--- src/rtl/core/ookd_pkg.sv ---
// Shared types, constants and helper functions for the OOK pulse train decoder.
`timescale 1ns / 1ps

package ookd_pkg;

   // Field widths
   localparam int DUR_W   = 16;
   localparam int TOL_W   = 7;
   localparam int CODE_W  = 32;
   localparam int CNT_W   = 6;
   localparam int IDX_W   = 3;
   localparam int WDATA_W = 16;

   // Durations are compared scaled by 100, so no divider is needed
   localparam int DUR_SCALE = 100;
   localparam int FACT_W    = 8;
   localparam int PROD_W    = DUR_W + FACT_W;

   // Bit limit of a frame; the counter saturates the usable limit at its maximum
   localparam int MAX_BITS       = 32;
   localparam int CNT_MAX        = (1 << CNT_W) - 1;
   localparam int BIT_LIMIT      = (MAX_BITS > CNT_MAX) ? CNT_MAX : MAX_BITS;
   localparam int MIN_VALID_BITS = 8;

   // Register indexes; the six timing registers also index the bound arrays
   localparam logic [IDX_W-1:0] REG_SYNC_FIRST  = 3'd0;
   localparam logic [IDX_W-1:0] REG_SYNC_SECOND = 3'd1;
   localparam logic [IDX_W-1:0] REG_ZERO_FIRST  = 3'd2;
   localparam logic [IDX_W-1:0] REG_ZERO_SECOND = 3'd3;
   localparam logic [IDX_W-1:0] REG_ONE_FIRST   = 3'd4;
   localparam logic [IDX_W-1:0] REG_ONE_SECOND  = 3'd5;
   localparam logic [IDX_W-1:0] REG_INVERT      = 3'd6;
   localparam logic [IDX_W-1:0] REG_TOLERANCE   = 3'd7;
   localparam int               NUM_NOM         = 6;

   // Register reset values
   localparam logic [DUR_W-1:0] RST_SYNC_FIRST  = 16'd350;
   localparam logic [DUR_W-1:0] RST_SYNC_SECOND = 16'd10850;
   localparam logic [DUR_W-1:0] RST_ZERO_FIRST  = 16'd350;
   localparam logic [DUR_W-1:0] RST_ZERO_SECOND = 16'd1050;
   localparam logic [DUR_W-1:0] RST_ONE_FIRST   = 16'd1050;
   localparam logic [DUR_W-1:0] RST_ONE_SECOND  = 16'd350;
   localparam logic [TOL_W-1:0] RST_TOLERANCE   = 7'd25;

   // Scaled match windows for each nominal, plus the level polarity
   typedef struct packed {
      logic [NUM_NOM-1:0][PROD_W-1:0] lo;
      logic [NUM_NOM-1:0][PROD_W-1:0] hi;
      logic                           invert;
   } bounds_type;

   // Duration times 100, built from shifts and adds
   function automatic logic [PROD_W-1:0] scale_dur(input logic [DUR_W-1:0] d);
      logic [PROD_W-1:0] dw;
      dw = PROD_W'(d);
      return (dw << 6) + (dw << 5) + (dw << 2);
   endfunction

   // floor(lo/100) <= d  <=>  100d + 99 >= lo ;  d <= floor(hi/100)  <=>  100d <= hi
   function automatic logic dur_match(input logic [PROD_W-1:0] d100,
                                      input logic [PROD_W-1:0] lo,
                                      input logic [PROD_W-1:0] hi);
      logic [PROD_W:0] up;
      up = {1'b0, d100} + (PROD_W+1)'(DUR_SCALE - 1);
      return (up >= {1'b0, lo}) && (d100 <= hi);
   endfunction

endpackage

--- src/rtl/core/ookd_req_if.sv ---
// Pulse input channel: valid/ready handshake with one pulse per item.
`timescale 1ns / 1ps

interface ookd_req_if;
   logic                       valid;
   logic                       ready;
   logic                       level;
   logic [ookd_pkg::DUR_W-1:0] duration_us;
   logic                       frame_end;

   modport source (output valid, output level, output duration_us, output frame_end,
                   input ready);
   modport sink   (input valid, input level, input duration_us, input frame_end,
                   output ready);
endinterface

--- src/rtl/core/ookd_rsp_if.sv ---
// Decoded frame result channel: valid/ready handshake with one frame per item.
`timescale 1ns / 1ps

interface ookd_rsp_if;
   logic                        valid;
   logic                        ready;
   logic                        valid_res;
   logic [ookd_pkg::CODE_W-1:0] code;
   logic [ookd_pkg::CNT_W-1:0]  bit_count;

   modport source (output valid, output valid_res, output code, output bit_count,
                   input ready);
   modport sink   (input valid, input valid_res, input code, input bit_count,
                   output ready);
endinterface

--- src/rtl/core/ook_pulse_train_decoder_core.sv ---
// Flow: a pulse waits in the input register until it is decoded into the frame state; a frame
// result enters the result register when its last pulse is decoded, and holds until taken.
// Throughput: one pulse per cycle via the single decode stage, stalled while a result waits.
// A register write reaches the match windows through the registered products.
// Reset (synchronous, active high) loads register defaults and clears frame state.
`timescale 1ns / 1ps

module ook_pulse_train_decoder_core (
   input  logic                         clock,
   input  logic                         reset,
   ookd_req_if.sink                     req_chan,
   ookd_rsp_if.source                   rsp_chan,
   input  logic                         csr_we,
   input  logic [ookd_pkg::IDX_W-1:0]   csr_index,
   input  logic [ookd_pkg::WDATA_W-1:0] csr_wdata
);

   ookd_pkg::bounds_type bounds;

   // Registers and match windows
   ookd_csr u_csr (
      .clock     (clock),
      .reset     (reset),
      .csr_we    (csr_we),
      .csr_index (csr_index),
      .csr_wdata (csr_wdata),
      .bounds    (bounds)
   );

   // Pulse pairing and frame decode
   ookd_decode u_decode (
      .clock    (clock),
      .reset    (reset),
      .bounds   (bounds),
      .req_chan (req_chan),
      .rsp_chan (rsp_chan)
   );

endmodule

--- src/rtl/core/ookd_csr.sv ---
// Configuration registers and the registered scaled match windows derived from them.
`timescale 1ns / 1ps

module ookd_csr (
   input  logic                           clock,
   input  logic                           reset,
   input  logic                           csr_we,
   input  logic [ookd_pkg::IDX_W-1:0]     csr_index,
   input  logic [ookd_pkg::WDATA_W-1:0]   csr_wdata,
   output ookd_pkg::bounds_type           bounds
);

   logic [ookd_pkg::NUM_NOM-1:0][ookd_pkg::DUR_W-1:0]  nom_ff;
   logic                                               invert_ff;
   logic [ookd_pkg::TOL_W-1:0]                         tol_ff;
   logic [ookd_pkg::NUM_NOM-1:0][ookd_pkg::PROD_W-1:0] lo_ff, lo_in;
   logic [ookd_pkg::NUM_NOM-1:0][ookd_pkg::PROD_W-1:0] hi_ff, hi_in;
   logic [ookd_pkg::FACT_W-1:0]                        fact_lo, fact_hi;
   logic                                               tol_wide;

   // Register writes
   always_ff @(posedge clock) begin
      if (reset) begin
         nom_ff[ookd_pkg::REG_SYNC_FIRST]  <= ookd_pkg::RST_SYNC_FIRST;
         nom_ff[ookd_pkg::REG_SYNC_SECOND] <= ookd_pkg::RST_SYNC_SECOND;
         nom_ff[ookd_pkg::REG_ZERO_FIRST]  <= ookd_pkg::RST_ZERO_FIRST;
         nom_ff[ookd_pkg::REG_ZERO_SECOND] <= ookd_pkg::RST_ZERO_SECOND;
         nom_ff[ookd_pkg::REG_ONE_FIRST]   <= ookd_pkg::RST_ONE_FIRST;
         nom_ff[ookd_pkg::REG_ONE_SECOND]  <= ookd_pkg::RST_ONE_SECOND;
         invert_ff                         <= 1'b0;
         tol_ff                            <= ookd_pkg::RST_TOLERANCE;
      end else if (csr_we) begin
         case (csr_index)
            ookd_pkg::REG_SYNC_FIRST:  nom_ff[ookd_pkg::REG_SYNC_FIRST]  <= csr_wdata;
            ookd_pkg::REG_SYNC_SECOND: nom_ff[ookd_pkg::REG_SYNC_SECOND] <= csr_wdata;
            ookd_pkg::REG_ZERO_FIRST:  nom_ff[ookd_pkg::REG_ZERO_FIRST]  <= csr_wdata;
            ookd_pkg::REG_ZERO_SECOND: nom_ff[ookd_pkg::REG_ZERO_SECOND] <= csr_wdata;
            ookd_pkg::REG_ONE_FIRST:   nom_ff[ookd_pkg::REG_ONE_FIRST]   <= csr_wdata;
            ookd_pkg::REG_ONE_SECOND:  nom_ff[ookd_pkg::REG_ONE_SECOND]  <= csr_wdata;
            ookd_pkg::REG_INVERT:      invert_ff <= csr_wdata[0];
            ookd_pkg::REG_TOLERANCE:   tol_ff    <= csr_wdata[ookd_pkg::TOL_W-1:0];
            default: ;
         endcase
      end
   end

   // Window factors: (100 - t) floored at zero, and (100 + t)
   assign tol_wide = (ookd_pkg::FACT_W'(tol_ff) >= ookd_pkg::FACT_W'(ookd_pkg::DUR_SCALE));
   assign fact_lo  = tol_wide ? '0 :
                     ookd_pkg::FACT_W'(ookd_pkg::DUR_SCALE) - ookd_pkg::FACT_W'(tol_ff);
   assign fact_hi  = ookd_pkg::FACT_W'(ookd_pkg::DUR_SCALE) + ookd_pkg::FACT_W'(tol_ff);

   // One product per window edge, registered
   always_comb begin
      for (int i = 0; i < ookd_pkg::NUM_NOM; i++) begin
         lo_in[i] = ookd_pkg::PROD_W'(nom_ff[i]) * ookd_pkg::PROD_W'(fact_lo);
         hi_in[i] = ookd_pkg::PROD_W'(nom_ff[i]) * ookd_pkg::PROD_W'(fact_hi);
      end
   end

   always_ff @(posedge clock) begin
      lo_ff <= lo_in;
      hi_ff <= hi_in;
   end

   assign bounds.lo     = lo_ff;
   assign bounds.hi     = hi_ff;
   assign bounds.invert = invert_ff;

endmodule

--- src/rtl/core/ookd_decode.sv ---
// Pulse input register, pair matching and frame state, and the result register.
`timescale 1ns / 1ps

module ookd_decode (
   input  logic                 clock,
   input  logic                 reset,
   input  ookd_pkg::bounds_type bounds,
   ookd_req_if.sink             req_chan,
   ookd_rsp_if.source           rsp_chan
);

   // Input register
   logic                          in_v_ff;
   logic                          in_level_ff;
   logic [ookd_pkg::PROD_W-1:0]   in_d100_ff;
   logic                          in_last_ff;

   // Frame state
   logic                          second_ff, second_in;
   logic                          held_level_ff, held_level_in;
   logic [ookd_pkg::PROD_W-1:0]   held_d100_ff, held_d100_in;
   logic [ookd_pkg::CODE_W-1:0]   shift_ff, shift_in;
   logic [ookd_pkg::CNT_W-1:0]    bits_ff, bits_in;
   logic                          start_ff, start_in;
   logic                          stopped_ff, stopped_in;

   // Result register
   logic                          out_v_ff;
   logic                          out_res_ff;
   logic [ookd_pkg::CODE_W-1:0]   out_code_ff;
   logic [ookd_pkg::CNT_W-1:0]    out_cnt_ff;

   logic                          advance;
   logic                          want1;
   logic                          levels_ok;
   logic                          sync_ok, zero_ok, one_ok;
   logic                          accept;

   assign advance        = in_v_ff && (!out_v_ff || rsp_chan.ready);
   assign req_chan.ready = !in_v_ff || advance;
   assign accept         = req_chan.valid && req_chan.ready;

   // Capture the pulse with its duration already scaled
   always_ff @(posedge clock) begin
      if (reset) begin
         in_v_ff <= 1'b0;
      end else if (req_chan.ready) begin
         in_v_ff <= req_chan.valid;
      end
   end

   always_ff @(posedge clock) begin
      if (accept) begin
         in_level_ff <= req_chan.level;
         in_d100_ff  <= ookd_pkg::scale_dur(req_chan.duration_us);
         in_last_ff  <= req_chan.frame_end;
      end
   end

   // Pair checks against the current windows
   assign want1     = ~bounds.invert;
   assign levels_ok = (held_level_ff == want1) && (in_level_ff == ~want1);
   assign sync_ok   = levels_ok &&
      ookd_pkg::dur_match(held_d100_ff, bounds.lo[ookd_pkg::REG_SYNC_FIRST],
                          bounds.hi[ookd_pkg::REG_SYNC_FIRST]) &&
      ookd_pkg::dur_match(in_d100_ff, bounds.lo[ookd_pkg::REG_SYNC_SECOND],
                          bounds.hi[ookd_pkg::REG_SYNC_SECOND]);
   assign zero_ok   = levels_ok &&
      ookd_pkg::dur_match(held_d100_ff, bounds.lo[ookd_pkg::REG_ZERO_FIRST],
                          bounds.hi[ookd_pkg::REG_ZERO_FIRST]) &&
      ookd_pkg::dur_match(in_d100_ff, bounds.lo[ookd_pkg::REG_ZERO_SECOND],
                          bounds.hi[ookd_pkg::REG_ZERO_SECOND]);
   assign one_ok    = levels_ok &&
      ookd_pkg::dur_match(held_d100_ff, bounds.lo[ookd_pkg::REG_ONE_FIRST],
                          bounds.hi[ookd_pkg::REG_ONE_FIRST]) &&
      ookd_pkg::dur_match(in_d100_ff, bounds.lo[ookd_pkg::REG_ONE_SECOND],
                          bounds.hi[ookd_pkg::REG_ONE_SECOND]);

   // Next frame state for the pulse in the input register
   always_comb begin
      second_in     = second_ff;
      held_level_in = held_level_ff;
      held_d100_in  = held_d100_ff;
      shift_in      = shift_ff;
      bits_in       = bits_ff;
      start_in      = start_ff;
      stopped_in    = stopped_ff;
      if (!second_ff) begin
         held_level_in = in_level_ff;
         held_d100_in  = in_d100_ff;
         second_in     = 1'b1;
      end else begin
         second_in = 1'b0;
         start_in  = 1'b0;
         // a sync pair at frame start is skipped
         if (!(start_ff && sync_ok) && !stopped_ff) begin
            if (zero_ok) begin
               shift_in = {shift_ff[ookd_pkg::CODE_W-2:0], 1'b0};
               bits_in  = bits_ff + 1'b1;
            end else if (one_ok) begin
               shift_in = {shift_ff[ookd_pkg::CODE_W-2:0], 1'b1};
               bits_in  = bits_ff + 1'b1;
            end else begin
               stopped_in = 1'b1;
            end
            if (bits_in >= ookd_pkg::CNT_W'(ookd_pkg::BIT_LIMIT)) begin
               stopped_in = 1'b1;
            end
         end
      end
   end

   // Frame state update; a frame end returns it to the idle frame
   always_ff @(posedge clock) begin
      if (reset || (advance && in_last_ff)) begin
         second_ff     <= 1'b0;
         held_level_ff <= 1'b0;
         held_d100_ff  <= '0;
         shift_ff      <= '0;
         bits_ff       <= '0;
         start_ff      <= 1'b1;
         stopped_ff    <= 1'b0;
      end else if (advance) begin
         second_ff     <= second_in;
         held_level_ff <= held_level_in;
         held_d100_ff  <= held_d100_in;
         shift_ff      <= shift_in;
         bits_ff       <= bits_in;
         start_ff      <= start_in;
         stopped_ff    <= stopped_in;
      end
   end

   // Result register
   always_ff @(posedge clock) begin
      if (reset) begin
         out_v_ff <= 1'b0;
      end else if (advance) begin
         out_v_ff <= in_last_ff;
      end else if (rsp_chan.ready) begin
         out_v_ff <= 1'b0;
      end
   end

   always_ff @(posedge clock) begin
      if (advance && in_last_ff) begin
         out_res_ff  <= (bits_in >= ookd_pkg::CNT_W'(ookd_pkg::MIN_VALID_BITS));
         out_code_ff <= shift_in;
         out_cnt_ff  <= bits_in;
      end
   end

   assign rsp_chan.valid     = out_v_ff;
   assign rsp_chan.valid_res = out_res_ff;
   assign rsp_chan.code      = out_code_ff;
   assign rsp_chan.bit_count = out_cnt_ff;

   // Checks
   a_bits_limit: assert property (@(posedge clock) disable iff (reset)
      bits_ff <= ookd_pkg::CNT_W'(ookd_pkg::BIT_LIMIT))
      else $error("bit counter passed the frame limit");

   a_res_flag: assert property (@(posedge clock) disable iff (reset)
      rsp_chan.valid |->
         (rsp_chan.valid_res ==
          (rsp_chan.bit_count >= ookd_pkg::CNT_W'(ookd_pkg::MIN_VALID_BITS))))
      else $error("valid flag disagrees with bit count");

   a_frame_clear: assert property (@(posedge clock) disable iff (reset)
      (advance && in_last_ff) |=>
         (bits_ff == '0 && start_ff && !second_ff && !stopped_ff))
      else $error("frame state not cleared after frame end");

   a_stall_only: assert property (@(posedge clock) disable iff (reset)
      !req_chan.ready |-> (in_v_ff && out_v_ff && !rsp_chan.ready))
      else $error("input stalled without a blocked result");

endmodule
--- src/flat_wrapper.sv ---
// flat-port wrapper written by rule: the top's interface ports become plain ports
module ook_pulse_train_decoder_core_flat 
  (clock, reset, csr_we, csr_index, csr_wdata, req_chan_valid, req_chan_level, req_chan_duration_us, req_chan_frame_end, req_chan_ready, rsp_chan_valid, rsp_chan_valid_res, rsp_chan_code, rsp_chan_bit_count, rsp_chan_ready);
  ookd_req_if req_chan_i ();
  ookd_rsp_if rsp_chan_i ();
  input  logic clock;
  input  logic reset;
  input  logic csr_we;
  input  logic [ookd_pkg::IDX_W-1:0] csr_index;
  input  logic [ookd_pkg::WDATA_W-1:0] csr_wdata;
  input wire logic [$bits(req_chan_i.valid)-1:0] req_chan_valid;
  input wire logic [$bits(req_chan_i.level)-1:0] req_chan_level;
  input wire logic [$bits(req_chan_i.duration_us)-1:0] req_chan_duration_us;
  input wire logic [$bits(req_chan_i.frame_end)-1:0] req_chan_frame_end;
  output wire logic [$bits(req_chan_i.ready)-1:0] req_chan_ready;
  output wire logic [$bits(rsp_chan_i.valid)-1:0] rsp_chan_valid;
  output wire logic [$bits(rsp_chan_i.valid_res)-1:0] rsp_chan_valid_res;
  output wire logic [$bits(rsp_chan_i.code)-1:0] rsp_chan_code;
  output wire logic [$bits(rsp_chan_i.bit_count)-1:0] rsp_chan_bit_count;
  input wire logic [$bits(rsp_chan_i.ready)-1:0] rsp_chan_ready;
  assign req_chan_i.valid = req_chan_valid;
  assign req_chan_i.level = req_chan_level;
  assign req_chan_i.duration_us = req_chan_duration_us;
  assign req_chan_i.frame_end = req_chan_frame_end;
  assign req_chan_ready = req_chan_i.ready;
  assign rsp_chan_valid = rsp_chan_i.valid;
  assign rsp_chan_valid_res = rsp_chan_i.valid_res;
  assign rsp_chan_code = rsp_chan_i.code;
  assign rsp_chan_bit_count = rsp_chan_i.bit_count;
  assign rsp_chan_i.ready = rsp_chan_ready;
  ook_pulse_train_decoder_core u_core (.clock(clock), .reset(reset), .req_chan(req_chan_i), .rsp_chan(rsp_chan_i), .csr_we(csr_we), .csr_index(csr_index), .csr_wdata(csr_wdata));
endmodule
--- config.mk ---
export PLATFORM = sky130hd
export DESIGN_NAME = ook_pulse_train_decoder_core_flat
export DESIGN_NICKNAME = d
export VERILOG_FILES = /design/src/rtl/core/ookd_pkg.sv /design/src/rtl/core/ookd_req_if.sv /design/src/rtl/core/ookd_rsp_if.sv /design/src/rtl/core/ook_pulse_train_decoder_core.sv /design/src/rtl/core/ookd_csr.sv /design/src/rtl/core/ookd_decode.sv /design/src/flat_wrapper.sv
export SDC_FILE = /design/constraint.sdc
export NUM_CORES = 2
export LEC_CHECK = 0
export BUFFER_PORTS_ARGS = -buffer_cell sky130_fd_sc_hd__buf_2
export CAP_MARGIN = 30
export CORE_AREA = 5 5 381 383
export CTS_CLUSTER_DIAMETER = 120
export DETAILED_ROUTE_END_ITERATION = 8
export DIE_AREA = 0 0 386 388
export MAX_ROUTING_LAYER = met4
export PLACE_DENSITY = 0.65
export SLEW_MARGIN = 20
export SYNTH_ARGS = -nofsm -noshare
export SYNTH_HDL_FRONTEND = slang
export SYNTH_SLANG_ARGS = --single-unit
--- constraint.sdc ---
create_clock -name clock -period 20.3 [get_ports clock]
set_input_delay 4.06 -clock clock [delete_from_list [all_inputs] [get_ports clock]]
set_output_delay 4.06 -clock clock [all_outputs]
set_load 0.02 [all_outputs]
Yosys cells after proc, flatten, opt, wreduce, memory -nomap -nowiden
Cells that the tools add are included.
{"block": "word_totals", "elab_cells": 137, "reg_bits": 525, "input_bits": 42}
{"block": "classes", "n_mux": 17, "addsub": 7, "n_reduce_logical": 38, "order_cmp": 15, "bitwise_logic": 2, "multipliers": 12, "n_eq_ne": 11}
{"cell": "$mul 16x8->24", "count": 12}
{"cell": "$ge 25x24->1", "count": 6}
{"cell": "$le 24x24->1", "count": 6}
{"cell": "$mux 32", "count": 4}
{"cell": "$add 24x7->25 const B", "count": 2}
{"cell": "$mux 6", "count": 6}
{"cell": "$add 23x18->24", "count": 1}
{"cell": "$add 22x21->23", "count": 1}
{"cell": "$reduce_and 2->1", "count": 10}
{"cell": "$logic_and 1x1->1", "count": 18}
{"cell": "$eq 3x3->1 const B", "count": 4}
{"cell": "$add 7x7->8 const A", "count": 1}
{"cell": "$mux 8", "count": 1}
{"cell": "$sub 7x7->8 const A", "count": 1}
{"cell": "$ge 7x7->1 const B", "count": 1}
{"cell": "$add 6x1->6 const B", "count": 1}
{"cell": "$eq 3x2->1 const B", "count": 2}
{"cell": "$ge 6x4->1 const B", "count": 1}
{"cell": "$ge 6x6->1 const B", "count": 1}
{"cell": "$mux 1", "count": 6}
{"cell": "$reduce_and 5->1", "count": 1}
{"cell": "$logic_not 1->1", "count": 4}
{"cell": "$ne 2x1->1 const B", "count": 2}
{"cell": "$eq 3x1->1 const B", "count": 1}
{"cell": "5 further kinds", "count": 9}

Depth between registers and ports, before layout
{"block": "logic_depth", "word_depth": 13, "mapped_depth": 30, "mapped_depth_nobuf": 25}

Cells and area by module
From an unflattened synthesis, not the netlist that was laid out.
{"block": "hier_totals", "cells_unflattened": 8100, "hier_area_um2": 71343.4}
{"module": "ookd_csr", "seq_area_each_um2": 7847.5, "cells_each": 6560, "area_per_inst_um2": 58411.0, "n_inst": 1}
{"module": "ookd_decode", "seq_area_each_um2": 3163.0, "cells_each": 1540, "area_per_inst_um2": 12932.4, "n_inst": 1}

Worst setup path before layout
Ideal clock, no wire load.
{"block": "synth_timing", "kind": "input port to output port", "from": "in rsp_chan_ready", "to": "out req_chan_ready", "t_required_ps": 16240, "cell_stages": 1, "arrival_ps": 4337, "n_path_buf": 0, "path_slack_ps": 11903, "path_cell_list": "nand3b_1"}
{"block": "synth_between", "elab_chain_len": 3}
{"element": "from (decl)", "line": "flat_wrapper.sv:20", "text": "input wire logic [$bits(rsp_chan_i.ready)-1:0] rsp_chan_ready;"}
{"element": "$logic_or 1x1->1", "line": "ookd_decode.sv:39", "text": "assign advance = in_v_ff && (!out_v_ff || rsp_chan.ready);"}
{"element": "$logic_and 1x1->1", "line": "ookd_decode.sv:39"}
{"element": "$logic_or 1x1->1", "line": "ookd_decode.sv:40", "text": "assign req_chan.ready = !in_v_ff || advance;"}
{"element": "to (decl)", "line": "flat_wrapper.sv:15", "text": "output wire logic [$bits(req_chan_i.ready)-1:0] req_chan_ready;"}
No other way between the ends.

Worst setup path in the final report
Ends and elaborated chain as after synthesis.

==> impl_metrics.json <==
{
  "finalSetupTns_ps": 0,
  "hp-class": "reg2reg",
  "fin_crit_sh_pct": 42.2,
  "portBuffers": 82,
  "seq_area_frac_synth_pct": 15.4,
  "synth_ff_type": "dfxtp_1",
  "status": "complete, no violations",
  "maxSlewHeadroom_pct": 28.8,
  "criticalPathCategory": "in2out",
  "grt-ovfl-total": 0,
  "period_minus_slack_ps": 8570,
  "core_um2": 141000,
  "drc": 0,
  "syn_avg_cell_area_um2": 8.88,
  "yosys_warnings": 0,
  "synth_xor_area_share_pct": 3.41,
  "synth-compound-area-share_pct": 7.36,
  "ir_worst_vdd_v": 0.0000789,
  "synth-edff-count": 62,
  "routabilityCongestion": 0.873,
  "end_kind": "primary output",
  "final-hold-violation-count": 0,
  "io_pins": 83,
  "cp_max_fo": 3,
  "die_y_um": 388,
  "p_leak_nw": 37.7,
  "crit_chain": "buf_2 -> nand3b_1 -> buf_2",
  "drv_cap": 0,
  "grt_setup_unrepaired": "no",
  "worst-path-buf-inv": 2,
  "synth.net_count": 9762,
  "required_ps": 16240,
  "worstSetupStartpointType": "input pin",
  "synth_top_family_by_area": "adder cells",
  "dp.cells": 9622,
  "stdcell_count": 9759,
  "drtPass1Iterations": 6,
  "cp_top_family": "buffers and inverters",
  "synthAdderAreaFrac_pct": 43.7,
  "grt_pass1_wl_mm": 293,
  "synth-seq-cells": 509,
  "cts_buffers": 68,
  "critPathArrivalTime_ps": 4510,
  "async_reset_ff_share_pct": 0,
  "post-cts-setup-buffers": 0,
  "wire_per_inst_um": 18.6,
  "postRouteAntennaNets": 0,
  "skew_ps": 26.2,
  "dp_hpwl_mm": 134,
  "clock_path_buffers": 3,
  "root_buffer": "clkbuf_16",
  "via_per_inst": 5.35,
  "final_common_cell": "inv_1",
  "muxShareOfSynthArea_pct": 1.09,
  "clkLatencyLatePin_ps": 660,
  "path_clk_slew_ps": 60,
  "ctsHtreeMaxLevel": 3,
  "fp-row-count": 138,
  "cts_hold_buf": 0,
  "grt_usage_pct": 25.5,
  "cpMostUsedCell": "buf_2",
  "final_cell_mix": "1,503 x inv_1, 1,041 x and2_1, 1,021 x fa_1",
  "die-area_um2": 150000,
  "die_w_um": 386,
  "grt_max_degree": 60,
  "max_stage_delay_ps": 180,
  "grt_pass1_vias": 53600,
  "cp_slowest_cell": "buf_2",
  "clock_sinks": 509,
  "post_cts_resized": 0,
  "initial_utilization_pct": 49.7,
  "cts_tree": "yes",
  "synth_area_um2": 70100,
  "antenna_found_initial": 9,
  "yosysUniqueCellTypes": 82,
  "area_growth_pct": 6.72,
  "fmax_mhz": 117,
  "synthSimpleGateAreaFrac_pct": 19.2,
  "drtIter0Drc": 3227,
  "via_count": 52200,
  "layout-drive-gt1-share_pct": 4.53,
  "fin_nets": 9680,
  "slew_violations": 0,
  "wl_mm": 182,
  "setup_viol": 0,
  "powerDensity_nw_per_um2": 80.7,
  "finalCoreUtilization_pct": 53.0,
  "syn_inst": 7886,
  "tightest_slew_ps": 1070
}
-- where the power goes --
part           internal, mW  total [mW]  leakage, nW  switching (mW)
combinational          1.47        3.39         32.3            1.92
sequential             1.26        1.36         4.33           0.102
clock                 0.770        1.27         1.14           0.501
-- registers in the layout, summed over array words and instances, names as in the netlist, 6 cells and up --
signal and count:
u_core.u_csr.bounds 278, u_core.u_csr.nom_ff 96, u_core.u_csr.tol_ff 7, u_core.u_decode.bits_ff 6, u_core.u_decode.held_d100_ff 21, u_core.u_decode.in_d100_ff 21
u_core.u_decode.rsp_chan.bit_count 6, u_core.u_decode.rsp_chan.code 32, u_core.u_decode.shift_ff 32
-- layer usage --
layer | track usage, % | share of wire, % | vias to the layer above
li1 | - | - | 24300
met1 | 33.5 | 43 | 26100
met2 | 39.1 | 45 | 1405
met3 | 5.86 | 8.2 | 296
met4 | 8.13 | 3.5 | 0
met5 | - | 0 | -
-- cell usage after synthesis, types with 35 or more instances --
| cell type | instances | share of area, % |
|---|---|---|
| nand4_1 | 46 | 0.41 |
| xor2_1 | 70 | 0.88 |
| fa_1 | 1021 | 29 |
| nand2_1 | 853 | 4.6 |
| nor2_1 | 218 | 1.2 |
| nand3_1 | 72 | 0.51 |
| o21ai_0 | 118 | 0.84 |
| xnor2_1 | 203 | 2.5 |
| nor2b_1 | 107 | 0.96 |
| a21o_1 | 86 | 0.92 |
| a21oi_1 | 309 | 2.2 |
| and2_1 | 1041 | 9.3 |
| dfxtp_1 | 447 | 13 |
| mux2i_1 | 35 | 0.50 |
| nor3_1 | 53 | 0.38 |
| edfxtp_1 | 62 | 2.7 |
| inv_1 | 1503 | 8.1 |
| ha_1 | 813 | 15 |
| nand3b_1 | 38 | 0.41 |
| clkbuf_1 | 298 | 1.6 |
| o21a_1 | 54 | 0.58 |
| a211oi_1 | 46 | 0.49 |
-- worst register-to-register path: cells and delay by family (launching register included) --
family                   cells  cell delay (ps)
XOR/XNOR                     1              140
AND/OR/NAND/NOR              4             1760
AO/OA/AOI/OAI                8             1740
buffers and inverters        6             1320
adder cells (fa/ha/maj)      5             2270
flip-flops                   1              770
-- kinds of logic (layout without fill, tap and decap cells) --
kind of cell             count (synthesis)  after routing
buffers and inverters                 1812           1785
adder cells (fa/ha/maj)               1834           1834
other                                    0             10
AND/OR/NAND/NOR                       2584           2584
multiplexers                            67             67
AO/OA/AOI/OAI                          807            807
XOR/XNOR                               273            273
flip-flops                             509            509
-- final timing paths --
check / from / end / slack [ps] / cells past startpoint
hold reg to reg: u_core.u_decode.shift_ff[31] / u_core.u_decode.shift_ff[31] / 460 / 2
hold / removal: u_core.u_decode.shift_ff[31] / u_core.u_decode.shift_ff[31] / 460 / 2
setup reg to reg: u_core.u_csr.tol_ff[2] / u_core.u_csr.bounds[24] / 12240 / 24
setup / recovery: rsp_chan_ready / req_chan_ready / 11730 / 3
-- metrics by stage --
stage	worst slack [ps]	hold WS [ps]	total power, mW	area (um^2)
6_report	11730	465	6.03	74800
5_1_grt	11700	487	6.61	74800
3_3_place_gp	11730	445	4.64	72300
3_5_place_dp	11720	455	4.74	72400
4_1_cts	11720	465	6.06	74700
2_1_floorplan	11900	417	3.95	70100
-- cell type report --
type	count	area, um^2
antenna	10	25.0
clock buffer	92	1960
clock inverter	33	404
fill	12900	66300
inverter	1503	5640
multi-input combinational	5565	52500
sequential	509	10800
tap	1890	2360
timing repair buffer	157	1010
No activity file was read; power rests on OpenSTA's default activity.
